`src/rtl/core/rau_pkg.sv`:
```
// Package for the rational arithmetic unit: operation codes, sequencer states
// and small helpers. No dependencies.
`default_nettype none
package rau_pkg;

    localparam int WIDE = 64;

    typedef enum logic [3:0] {
        OP_ADD = 4'd0,
        OP_SUB = 4'd1,
        OP_MUL = 4'd2,
        OP_DIV = 4'd3,
        OP_EQ  = 4'd4,
        OP_LT  = 4'd5,
        OP_LE  = 4'd6,
        OP_GT  = 4'd7,
        OP_NEG = 4'd8
    } t_op;

    typedef enum logic [3:0] {
        ST_IDLE,
        ST_MUL,
        ST_DISPATCH,
        ST_GSWAP,
        ST_GTEST,
        ST_DIV,
        ST_DPOST,
        ST_JOBEND,
        ST_FIN
    } t_state;

    typedef enum logic [1:0] {
        DK_REM,
        DK_QX,
        DK_QY
    } t_dkind;

    function automatic logic [WIDE-1:0] f_mag(input logic [WIDE-1:0] x);
        return x[WIDE-1] ? (WIDE'(0) - x) : x;
    endfunction

endpackage
`default_nettype wire

```
`src/rtl/core/rational_arithmetic_unit_core.sv`:
```
// Rational arithmetic unit top level: one shared multiplier and one shared
// bit-serial divider under a sequencer. Depends on rau_pkg.
`default_nettype none
// The block takes one item holding an operation code and two fractions
// a_num/a_den and b_num/b_den, and returns one item with a result fraction,
// a truth bit and an invalid flag. All arithmetic is done in 64-bit two's
// complement with wrap, and the result fields are the low 33 bits. Add and
// subtract reduce the cross-multiplied fraction by a signed Euclid gcd;
// multiply and divide do not reduce; equality compares both operands each
// reduced by its own gcd. The block works on one item at a time and drops
// s_axis_tready until the item has been handed to the output register, which
// lets the next item in while a result still waits. An item first forms three
// products on the shared multiplier; for add and subtract, and for equality
// and less-or-equal with both denominators nonzero, it then passes through
// the bit-serial divider once per Euclid remainder step and twice more for
// the final quotients of each reduction.
module rational_arithmetic_unit_core
    import rau_pkg::*;
#(
    parameter int OPERAND_BITS = 16
) (
    input  wire logic                  i_clk,
    input  wire logic                  i_rst_n,
    input  wire logic                  s_axis_tvalid,
    output logic                       s_axis_tready,
    // operation[3:0], a_num, a_den, b_num, b_den (OPERAND_BITS each), zero fill
    input  wire logic [((4+4*OPERAND_BITS+7)/8)*8-1:0] s_axis_tdata,
    output logic                       m_axis_tvalid,
    input  wire logic                  m_axis_tready,
    // res_num[32:0], res_den[65:33], truth[66], invalid[67], zero fill
    output logic [71:0]                m_axis_tdata
);

    localparam int OB = OPERAND_BITS;
    localparam int PW = 2 * OB;

    t_state r_state, n_state;

    logic [3:0]               r_op, n_op;
    logic signed [OB-1:0]     r_an, r_ad, r_bn, r_bd, n_an, n_ad, n_bn, n_bd;
    logic [1:0]               r_mcnt, n_mcnt;
    logic [WIDE-1:0]          r_p0, r_p1, r_p2, n_p0, n_p1, n_p2;
    logic [WIDE-1:0]          r_jx, r_jy, n_jx, n_jy;
    logic [WIDE-1:0]          r_gx, r_gy, r_g, n_gx, n_gy, n_g;
    logic [WIDE-1:0]          r_qx, r_qy, r_sx, r_sy, n_qx, n_qy, n_sx, n_sy;
    logic                     r_pass, n_pass, r_gzero, n_gzero;
    logic [WIDE-1:0]          r_dvd, r_dvs, r_rem, n_dvd, n_dvs, n_rem;
    logic                     r_dneg, r_qneg, n_dneg, n_qneg;
    logic [5:0]               r_dcnt, n_dcnt;
    t_dkind                   r_dkind, n_dkind;
    logic [71:0]              r_odata, n_odata;
    logic                     r_ovalid, n_ovalid;

    logic signed [OB-1:0]     mul_a, mul_b;
    logic signed [PW-1:0]     mul_p;
    logic [WIDE-1:0]          prod;
    logic [WIDE-1:0]          rem_sh;
    logic [WIDE-1:0]          q_signed, r_signed;
    logic [WIDE-1:0]          ext_an, ext_ad, ext_bn, ext_bd;
    logic                     in_acc, fin_load, ok, eq_op;

    assign in_acc   = s_axis_tvalid && s_axis_tready;
    assign fin_load = (r_state == ST_FIN) && (!r_ovalid || m_axis_tready);
    assign ok       = (r_ad != '0) && (r_bd != '0);
    assign eq_op    = (r_op == OP_EQ) || (r_op == OP_LE);

    assign s_axis_tready = (r_state == ST_IDLE);
    assign m_axis_tvalid = r_ovalid;
    assign m_axis_tdata  = r_odata;

    assign ext_an = WIDE'(r_an);
    assign ext_ad = WIDE'(r_ad);
    assign ext_bn = WIDE'(r_bn);
    assign ext_bd = WIDE'(r_bd);

    // Shared multiplier: operand pair chosen by the step counter.
    always_comb begin
        unique case (r_mcnt)
            2'd0: begin
                mul_a = r_an;
                mul_b = (r_op == OP_MUL) ? r_bn : r_bd;
            end
            2'd1: begin
                if (r_op == OP_MUL) begin
                    mul_a = r_ad;
                    mul_b = r_bd;
                end else if (r_op == OP_DIV) begin
                    mul_a = r_ad;
                    mul_b = r_bn;
                end else begin
                    mul_a = r_bn;
                    mul_b = r_ad;
                end
            end
            default: begin
                mul_a = r_ad;
                mul_b = r_bd;
            end
        endcase
    end

    assign mul_p = mul_a * mul_b;
    assign prod  = WIDE'(mul_p);

    // Divider step and signed results of a finished division.
    assign rem_sh   = {r_rem[WIDE-2:0], r_dvd[WIDE-1]};
    assign q_signed = r_qneg ? (WIDE'(0) - r_dvd) : r_dvd;
    assign r_signed = r_dneg ? (WIDE'(0) - r_rem) : r_rem;

    // Next state.
    always_comb begin
        n_state = r_state;
        unique case (r_state)
            ST_IDLE:     if (in_acc) n_state = ST_MUL;
            ST_MUL:      if (r_mcnt == 2'd2) n_state = ST_DISPATCH;
            ST_DISPATCH: begin
                if (r_op == OP_ADD || r_op == OP_SUB || (eq_op && ok)) begin
                    n_state = ST_GSWAP;
                end else begin
                    n_state = ST_FIN;
                end
            end
            ST_GSWAP:    n_state = ST_GTEST;
            ST_GTEST: begin
                if (r_gy == '0 && r_gx == '0) begin
                    n_state = ST_JOBEND;
                end else begin
                    n_state = ST_DIV;
                end
            end
            ST_DIV:      if (r_dcnt == 6'd63) n_state = ST_DPOST;
            ST_DPOST: begin
                unique case (r_dkind)
                    DK_REM:  n_state = ST_GTEST;
                    DK_QX:   n_state = ST_DIV;
                    default: n_state = ST_JOBEND;
                endcase
            end
            ST_JOBEND:   n_state = (eq_op && !r_pass) ? ST_GSWAP : ST_FIN;
            ST_FIN:      if (fin_load) n_state = ST_IDLE;
            default:     n_state = ST_IDLE;
        endcase
    end

    // Datapath updates.
    always_comb begin
        n_op = r_op;   n_an = r_an;   n_ad = r_ad;   n_bn = r_bn;   n_bd = r_bd;
        n_mcnt = r_mcnt;
        n_p0 = r_p0;   n_p1 = r_p1;   n_p2 = r_p2;
        n_jx = r_jx;   n_jy = r_jy;   n_gx = r_gx;   n_gy = r_gy;   n_g = r_g;
        n_qx = r_qx;   n_qy = r_qy;   n_sx = r_sx;   n_sy = r_sy;
        n_pass = r_pass; n_gzero = r_gzero;
        n_dvd = r_dvd; n_dvs = r_dvs; n_rem = r_rem;
        n_dneg = r_dneg; n_qneg = r_qneg; n_dcnt = r_dcnt; n_dkind = r_dkind;
        n_odata = r_odata;
        n_ovalid = r_ovalid && !m_axis_tready;

        unique case (r_state)
            ST_IDLE: begin
                if (in_acc) begin
                    n_op   = s_axis_tdata[3:0];
                    n_an   = s_axis_tdata[4 +: OB];
                    n_ad   = s_axis_tdata[4+OB +: OB];
                    n_bn   = s_axis_tdata[4+2*OB +: OB];
                    n_bd   = s_axis_tdata[4+3*OB +: OB];
                    n_mcnt = 2'd0;
                end
            end
            ST_MUL: begin
                unique case (r_mcnt)
                    2'd0:    n_p0 = prod;
                    2'd1:    n_p1 = prod;
                    default: n_p2 = prod;
                endcase
                n_mcnt = r_mcnt + 2'd1;
            end
            ST_DISPATCH: begin
                n_pass  = 1'b0;
                n_gzero = 1'b0;
                if (eq_op) begin
                    n_jx = ext_an;
                    n_jy = ext_ad;
                end else begin
                    n_jx = (r_op == OP_SUB) ? (r_p0 - r_p1) : (r_p0 + r_p1);
                    n_jy = r_p2;
                end
            end
            ST_GSWAP: begin
                // The gcd starts with the larger magnitude first.
                if (f_mag(r_jy) > f_mag(r_jx)) begin
                    n_gx = r_jy;
                    n_gy = r_jx;
                end else begin
                    n_gx = r_jx;
                    n_gy = r_jy;
                end
            end
            ST_GTEST: begin
                n_rem  = '0;
                n_dcnt = '0;
                if (r_gy == '0) begin
                    if (r_gx == '0) begin
                        n_gzero = 1'b1;
                    end else begin
                        n_g     = r_gx;
                        n_dvd   = f_mag(r_jx);
                        n_dvs   = f_mag(r_gx);
                        n_dneg  = r_jx[WIDE-1];
                        n_qneg  = r_jx[WIDE-1] ^ r_gx[WIDE-1];
                        n_dkind = DK_QX;
                    end
                end else begin
                    n_dvd   = f_mag(r_gx);
                    n_dvs   = f_mag(r_gy);
                    n_dneg  = r_gx[WIDE-1];
                    n_qneg  = r_gx[WIDE-1] ^ r_gy[WIDE-1];
                    n_dkind = DK_REM;
                end
            end
            ST_DIV: begin
                // Restoring division, one quotient bit per cycle.
                n_dcnt = r_dcnt + 6'd1;
                if (rem_sh >= r_dvs) begin
                    n_rem = rem_sh - r_dvs;
                    n_dvd = {r_dvd[WIDE-2:0], 1'b1};
                end else begin
                    n_rem = rem_sh;
                    n_dvd = {r_dvd[WIDE-2:0], 1'b0};
                end
            end
            ST_DPOST: begin
                unique case (r_dkind)
                    DK_REM: begin
                        n_gx = r_gy;
                        n_gy = r_signed;
                    end
                    DK_QX: begin
                        n_qx    = q_signed;
                        n_rem   = '0;
                        n_dcnt  = '0;
                        n_dvd   = f_mag(r_jy);
                        n_dvs   = f_mag(r_g);
                        n_dneg  = r_jy[WIDE-1];
                        n_qneg  = r_jy[WIDE-1] ^ r_g[WIDE-1];
                        n_dkind = DK_QY;
                    end
                    default: n_qy = q_signed;
                endcase
            end
            ST_JOBEND: begin
                if (eq_op && !r_pass) begin
                    n_sx   = r_qx;
                    n_sy   = r_qy;
                    n_jx   = ext_bn;
                    n_jy   = ext_bd;
                    n_pass = 1'b1;
                end
            end
            ST_FIN: begin
                if (fin_load) begin
                    n_ovalid = 1'b1;
                    n_odata  = '0;
                    priority if (r_op == OP_ADD || r_op == OP_SUB) begin
                        if (r_gzero) begin
                            n_odata[67] = 1'b1;
                        end else begin
                            n_odata[32:0]  = r_qx[32:0];
                            n_odata[65:33] = r_qy[32:0];
                            n_odata[67]    = (r_qy == '0);
                        end
                    end else if (r_op == OP_MUL || r_op == OP_DIV) begin
                        n_odata[32:0]  = r_p0[32:0];
                        n_odata[65:33] = r_p1[32:0];
                        n_odata[67]    = (r_p1 == '0);
                    end else if (r_op == OP_EQ || r_op == OP_LT
                                 || r_op == OP_LE || r_op == OP_GT) begin
                        if (!ok) begin
                            n_odata[67] = 1'b1;
                        end else begin
                            unique case (r_op)
                                OP_EQ: n_odata[66] = (r_sx == r_qx) && (r_sy == r_qy);
                                OP_LT: n_odata[66] = $signed(r_p0) < $signed(r_p1);
                                OP_LE: n_odata[66] = ($signed(r_p0) < $signed(r_p1))
                                           || ((r_sx == r_qx) && (r_sy == r_qy));
                                default: n_odata[66] = $signed(r_p1) < $signed(r_p0);
                            endcase
                        end
                    end else if (r_op == OP_NEG) begin
                        n_odata[32:0]  = 33'(WIDE'(0) - ext_an);
                        n_odata[65:33] = ext_ad[32:0];
                        n_odata[67]    = (r_ad == '0);
                    end else begin
                        n_odata[67] = 1'b1;
                    end
                end
            end
            default: ;
        endcase
    end

    always_ff @(posedge i_clk) begin
        if (!i_rst_n) begin
            r_state  <= ST_IDLE;
            r_ovalid <= 1'b0;
        end else begin
            r_state  <= n_state;
            r_ovalid <= n_ovalid;
        end
        r_op <= n_op;   r_an <= n_an;   r_ad <= n_ad;   r_bn <= n_bn;   r_bd <= n_bd;
        r_mcnt <= n_mcnt;
        r_p0 <= n_p0;   r_p1 <= n_p1;   r_p2 <= n_p2;
        r_jx <= n_jx;   r_jy <= n_jy;   r_gx <= n_gx;   r_gy <= n_gy;   r_g <= n_g;
        r_qx <= n_qx;   r_qy <= n_qy;   r_sx <= n_sx;   r_sy <= n_sy;
        r_pass <= n_pass; r_gzero <= n_gzero;
        r_dvd <= n_dvd; r_dvs <= n_dvs; r_rem <= n_rem;
        r_dneg <= n_dneg; r_qneg <= n_qneg; r_dcnt <= n_dcnt; r_dkind <= n_dkind;
        r_odata <= n_odata;
    end

endmodule
`default_nettype wire

```
`config.mk`:
```
export PLATFORM = sky130hd
export DESIGN_NAME = rational_arithmetic_unit_core
export DESIGN_NICKNAME = d
export VERILOG_FILES = /design/src/rtl/core/rau_pkg.sv /design/src/rtl/core/rational_arithmetic_unit_core.sv
export SDC_FILE = /design/constraint.sdc
export NUM_CORES = 2
export LEC_CHECK = 0
export ABC_CLOCK_PERIOD_IN_PS = 11900
export BUFFER_PORTS_ARGS = -buffer_cell sky130_fd_sc_hd__buf_2
export CAP_MARGIN = 0
export CORE_UTILIZATION = 45
export CTS_CLUSTER_SIZE = 12
export DETAILED_ROUTE_END_ITERATION = 12
export SYNTH_ARGS = -nofsm -noshare
export SYNTH_HDL_FRONTEND = slang
export SYNTH_SLANG_ARGS = --single-unit
```
`constraint.sdc`:
```
create_clock -name i_clk -period 11.9 [get_ports i_clk]
set_clock_uncertainty 0.1 [all_clocks]
set_input_delay 0.595 -clock i_clk [delete_from_list [all_inputs] [get_ports i_clk]]
set_output_delay 0.595 -clock i_clk [all_outputs]
set_load 0.005 [all_outputs]
```
Word level (Yosys, flattened, before mapping)
Index checks and enable logic that the tools add are counted.
{"block": "totals", "output_inout_bits": 74, "input_bits": 76, "wordCells": 229, "register_bits": 1019}
{"block": "op_classes", "n_reduce_logical": 57, "n_lt_le_gt_ge": 4, "addsub": 13, "n_bitwise": 8, "eq_ne": 32, "n_mux": 83, "multipliers": 1}
{"op": "$mux 64", "count": 24}
{"op": "$pmux 64 s2", "count": 5}
{"op": "$sub 1x64->64 const A", "count": 7}
{"op": "$pmux 64 s3", "count": 2}
{"op": "$mux 66", "count": 5}
{"op": "$logic_not 64->1", "count": 4}
{"op": "$eq 64x64->1", "count": 2}
{"op": "$mux 16", "count": 5}
{"op": "$ge 64x64->1", "count": 1}
{"op": "$gt 64x64->1", "count": 1}
{"op": "$lt 32x32->1", "count": 2}
{"op": "$pmux 16 s2", "count": 2}
{"op": "$sub 64x64->64", "count": 1}
{"op": "$pmux 4 s9", "count": 1}
{"op": "$add 32x32->33", "count": 1}
{"op": "$sub 32x32->33", "count": 1}
{"op": "$eq 4x3->1 const B", "count": 8}
{"op": "$mul 16x16->32", "count": 1}
{"op": "$reduce_bool 16->1", "count": 2}
{"op": "$mux 4", "count": 6}
{"op": "$reduce_and 2->1", "count": 12}
{"op": "$mux 1", "count": 18}
{"op": "$pmux 6 s3", "count": 1}
{"op": "$sub 1x16->17 const A", "count": 1}
{"op": "30 further kinds", "count": 85}

Logic depth before layout (Yosys ltp)
{"block": "logic_depth", "word_depth": 7, "ltp_mapped": 34, "depth_no_buf": 31}

Worst setup path before layout
Ideal clock, no wire load.
{"block": "synth_timing", "kind": "register to register", "from": "register r_state[2]", "to": "register r_dvd[0] (enable)", "required_time_ns": 11.372, "setup_slack_ns": 2.293, "setup_ns": 0.428, "period_less_slack_ns": 9.607, "arrival_ns": 9.078, "path_buffers": 2, "stages_incl_launch_ff": 8, "path_cell_list": "dfxtp_1 clkbuf_1 nand2b_1 nand2b_1 clkbuf_1 nor3b_1 a21o_1 and2_1"}
{"block": "synth_via", "elab_chain_len": 3, "elab_cells_between_ends": 7, "classes_between": "eq/ne: 5; reduce/logical: 2"}
{"item": "start: declaration", "line_no": "rational_arithmetic_unit_core.sv:37", "source": "t_state r_state, n_state;"}
{"item": "start signal: assignment", "line_no": "rational_arithmetic_unit_core.sv:306", "source": "r_state <= n_state;"}
{"item": "$eq 4x3->1", "line_no": "rational_arithmetic_unit_core.sv:158", "source": "unique case (r_state)"}
{"item": "$ne 3x3->1 (no line) (tied with other cells)"}
{"item": "$reduce_and 3->1 (no line) *"}
{"item": "end signal: assignment", "line_no": "rational_arithmetic_unit_core.sv:315", "source": "r_dvd <= n_dvd; r_dvs <= n_dvs; r_rem <= n_rem;"}
{"item": "end: declaration", "line_no": "rational_arithmetic_unit_core.sv:47", "source": "logic [WIDE-1:0] r_dvd, r_dvs, r_rem, n_dvd, n_dvs, n_rem;"}
Every way passes the cells marked *; elsewhere a longest branch is shown, timed or not.
A chain may end at the register's enable or synchronous reset.

Final worst setup path
{"block": "layout_timing", "from": "register r_op[2]", "to": "register r_p2[31], data pin"}
{"block": "layout_via", "elab_chain_len": 5, "elab_cells_between_ends": 10, "classes_between": "mul: 1; eq/ne: 2; mux: 7"}
{"item": "start: declaration", "line_no": "rational_arithmetic_unit_core.sv:39", "source": "logic [3:0] r_op, n_op;"}
{"item": "start signal: assignment", "line_no": "rational_arithmetic_unit_core.sv:309", "source": "r_op <= n_op; r_an <= n_an; r_ad <= n_ad; r_bn <= n_bn; r_bd <= n_bd;"}
{"item": "$eq 4x2->1", "line_no": "rational_arithmetic_unit_core.sv:87", "source": "end else if (r_op == OP_DIV) begin"}
{"item": "$mux 16", "line_no": "rational_arithmetic_unit_core.sv:87"}
{"item": "$mux 16", "line_no": "rational_arithmetic_unit_core.sv:84", "source": "if (r_op == OP_MUL) begin"}
{"item": "$pmux 16 s2", "line_no": "rational_arithmetic_unit_core.sv:78", "source": "unique case (r_mcnt)"}
{"item": "$mul 16x16->32 *", "line_no": "rational_arithmetic_unit_core.sv:102", "source": "assign mul_p = mul_a * mul_b;"}
{"item": "via mul_p[31]", "line_no": "rational_arithmetic_unit_core.sv:55", "source": "logic signed [PW-1:0] mul_p;"}
{"item": "end signal: assignment", "line_no": "rational_arithmetic_unit_core.sv:311", "source": "r_p0 <= n_p0; r_p1 <= n_p1; r_p2 <= n_p2;"}
{"item": "end: declaration", "line_no": "rational_arithmetic_unit_core.sv:42", "source": "logic [WIDE-1:0] r_p0, r_p1, r_p2, n_p0, n_p1, n_p2;"}
The timed path passes the listed nets; every way through them passes the cells marked *.

==> metrics.md <==
| Metric | Value |
|---|---|
| # IOs | 150 |
| Initial core utilization | 0.4542 |
| Routed wire length | between 200000 and 250000 µm |
| Max_slew headroom | 0.1341 |
| Period Utilization, post-route | 0.8674 |
| Worst slew pin tran | between 1 and 1.5 ns |
| Distinct cells, synth | approximately 80 |
| Final non-filler cell total | 8600 |
| Pin count of the biggest net entering global routing | 195 |
| Final hold vios | 0 |
| Sink Count | 956 |
| Synthesis warning total | 0 |
| Critical Path AT | ~11 ns |
| Failing checks | design-rule violations |
| Reg clk slew, reported paths | 0.06 ns |
| CP Capture Point | r_p2[31]$_DFFE_PP_ |
| Area grow syn2layout | 10.94% |
| Row Count | approximately 140 |
| # H-tree levels | 3 |
| Synth top cells by count | edfxtp_1 (951), nand2_1 (663), nor2_1 (538) |
| Vias per cell | between 5 and 6 |
| RR Endpoint | r_p2[31]$_DFFE_PP_ |
| CTS root buffer | clkbuf_16 |
| Max cap viols | 0 |
| Reg2reg path depth | 32 |
| Worst-case clock buffer depth | 3 |
| Worst endpoint required time | 12.25 ns |
| GRT Util Overall | 0.2875 |
| Placed insts | 8336 |
| # setup viols final | 0 |
| GP Congestion | 0.9907 |
| Most numerous cell in the Yosys netlist | edfxtp_1 |
| Max stage delay cell, worst path | a21oi_1 |
| # DRC | 2 |
| Area after DPL | 68260 µm² |
| GRT overflow | 0 |
| Finished Cell Area | 72470 µm² |
| Most used cell, CP | fa_1 |
| Ys flop type | edfxtp_1 |
| DRT antenna net count | 0 |
| Hpwl dp | roughly 160000 µm |
| Status | finished with violations |
| R2r setup slk | about 1.6 ns |
| Filler instances | 13170 |
| Synthesized instance count | 6459 |
| Hold Buf Count CTS | between 60 and 70 |
| CTS tree | done |
| Via count | 51242 |
| DIE AREA | 146700 µm² |
| Synth Cell Area | 65330 µm² |
| Worst hold path type | input port to flop |
| Setup TNS | 0 ns |
| Vias in the first global route | 49182 |
| Fmax | approximately 97 MHz |
| Layout cells sized above 1 | 0.07245 |
| Tmin final | between 10 and 15 ns |
| Core Region | between 100000 and 150000 µm² |
| Port Buffers | 141 |
| Drt wl/cell | 24.82 µm |
| Antenna violations before repair | 6 |
| Crit Path Class | flop to flop |
| Critical-path maximum fanout | 33 |
| Post-synth top area share | 0.4372 |
| Postcts setup bufs | 0 |
| Main area contributors after synthesis | edfxtp_1 (44%), fa_1 (8.1%), ha_1 (5.5%) |
| Clk_lat worst skew | 0.76 ns |
| Reg-to-Reg Start | r_op[2]$_DFFE_PP_ |
| Chip width | between 300 and 400 µm |
| First-pass DRT Iterations | 12 |
| EDFF count, synth | 951 |
| Critical Path Start Type | flop |
| Crit path largest cell delay | 1.00 ns |
| Die Y | approximately 380 µm |
| CTS buffer count | 108 |
| Sequential fraction of the synthesis area | 0.4387 |
| Synthesis-stage register bit count | around 960 |
| Fraction of registers with async set/reset | 0 |
| Final Max Tran Viols | 0 |
| Setup crit end kind | flop |
| Nets | 7238 |
| Largest area contributor in the netlist | edfxtp_1 |
| Number of gates resized after CTS | 0 |
| Crit path from | r_op[2]$_DFFE_PP_ |
| DRT iter0 DRCs | roughly 5600 |
| RSZ-0062 raised after global routing | false |
| First-pass GRT wire length | around 310000 µm |
| Syn Area/Cell | 10.11 µm² |
==> per-stage QoR <==
stage / setup WS (ns) / hold WS [ns] / utilization
2_1_floorplan: 2.293 / 0.3264 / -
3_3_place_gp: 1.852 / 0.3307 / 0.4746
3_5_place_dp: 1.764 / 0.3340 / 0.4746
4_1_cts: 1.762 / 0.00009293 / 0.5038
5_1_grt: 1.192 / 0.03097 / 0.5038
6_report: 1.577 / 0.04283 / 0.5039
==> registers in the layout, summed over array words and instances, names as in the netlist, 6 cells and up <==
name / cells
r_rem: 64
r_ad: 16
r_sx: 64
r_jy: 32
r_sy: 64
r_dvs: 64
r_dvd: 64
r_an: 16
r_g: 64
m_axis_tdata: 68
r_qx: 64
r_dcnt: 6
r_bn: 16
r_p1: 32
r_gx: 64
r_bd: 16
r_gy: 64
r_p2: 32
r_p0: 32
r_jx: 33
r_qy: 64
==> worst min-delay path by stage <==
stage               slack (ns)                      end               start  depth (start not counted)
CTS                    0.00009  r_state[0]$_SDFFE_PN0P_             i_rst_n                          2
global placement          0.33       r_sx[31]$_DFFE_PP_  r_qx[31]$_DFFE_PP_                          0
detailed placement        0.33       r_sx[31]$_DFFE_PP_  r_qx[31]$_DFFE_PP_                          0
finish                    0.04  r_state[0]$_SDFFE_PN0P_             i_rst_n                          2
floorplan                 0.33       r_sx[21]$_DFFE_PP_  r_qx[21]$_DFFE_PP_                          0
global route              0.03  r_state[0]$_SDFFE_PN0P_             i_rst_n                          2
==> final cells by class <==
type	count	area, µm²	share of cell area
clock buffer	135	2804	0.03869
tap	1903	2381	0.03285
multi-input combinational	4718	33860	0.4673
timing repair buffer	294	2037	0.02811
sequential	956	28660	0.3954
clock inverter	58	716.9	0.009892
antenna	3	7.507	0.0001036
inverter	533	2006	0.02767
==> cells by family (layout without fill, tap and decap cells) <==
family | Yosys count | in the layout | share of synthesized area
compound gates | 1500 | 1500 | 0.1461
xor+xnor | 611 | 611 | 0.08192
fa+ha+maj | 551 | 551 | 0.1360
buf+inv | 850 | 1020 | 0.04934
flops | 956 | 956 | 0.4387
mux | 63 | 63 | 0.009673
other cells | 2 | 70 | 0.0001150
simple gates | 1926 | 1926 | 0.1381
==> metal layers <==
| metal | global-route usage | part of all wire | vias to the layer above |
|---|---|---|---|
| met5 | 0 | 0.00017 | - |
| met4 | 0.1000 | 0.038 | 6 |
| met3 | 0.04783 | 0.075 | 417 |
| met2 | 0.4820 | 0.48 | 2040 |
| met1 | 0.3751 | 0.40 | 25447 |
| li1 | - | - | 23332 |
==> placed cells by master (no fill, tap or decap), types with 31 or more instances in the layout <==
master | netlist | final
a211oi_1 | 58 | 58
a21o_1 | 87 | 85
a21oi_1 | 296 | 296
a222oi_1 | 32 | 32
a22oi_1 | 90 | 90
a31oi_1 | 98 | 98
and2_1 | 33 | 31
buf_2 | 2 | 141
buf_4 | 4 | 84
clkbuf_16 | 0 | 108
conb_1 | 2 | 67
dlygate4sd3_1 | 0 | 68
edfxtp_1 | 951 | 951
fa_1 | 265 | 265
ha_1 | 286 | 286
inv_1 | 531 | 530
mux2i_1 | 62 | 62
nand2_1 | 663 | 660
nand2b_1 | 108 | 107
nand3_1 | 68 | 66
nand4_1 | 67 | 67
nor2_1 | 538 | 530
nor2b_1 | 34 | 33
nor3_1 | 87 | 83
nor4_1 | 85 | 82
o21ai_0 | 457 | 456
o31ai_1 | 122 | 122
o41ai_1 | 47 | 47
or2_2 | 50 | 50
or3_1 | 81 | 81
or4_1 | 61 | 61
xnor2_1 | 338 | 338
xor2_1 | 273 | 273
==> critical path: cells and delay by family, from the launching register on <==
family / cells / cell delay [ns]
fa+ha+maj: 7 / 3.39
xor+xnor: 1 / 0.36
compound gates: 9 / 2.83
simple gates: 7 / 1.43
buf+inv: 8 / 1.38
flops: 1 / 0.50
Power is left out: the tool's default activity adds up to more than one toggle a clock period on the data nets, which glitch-free logic cannot reach.
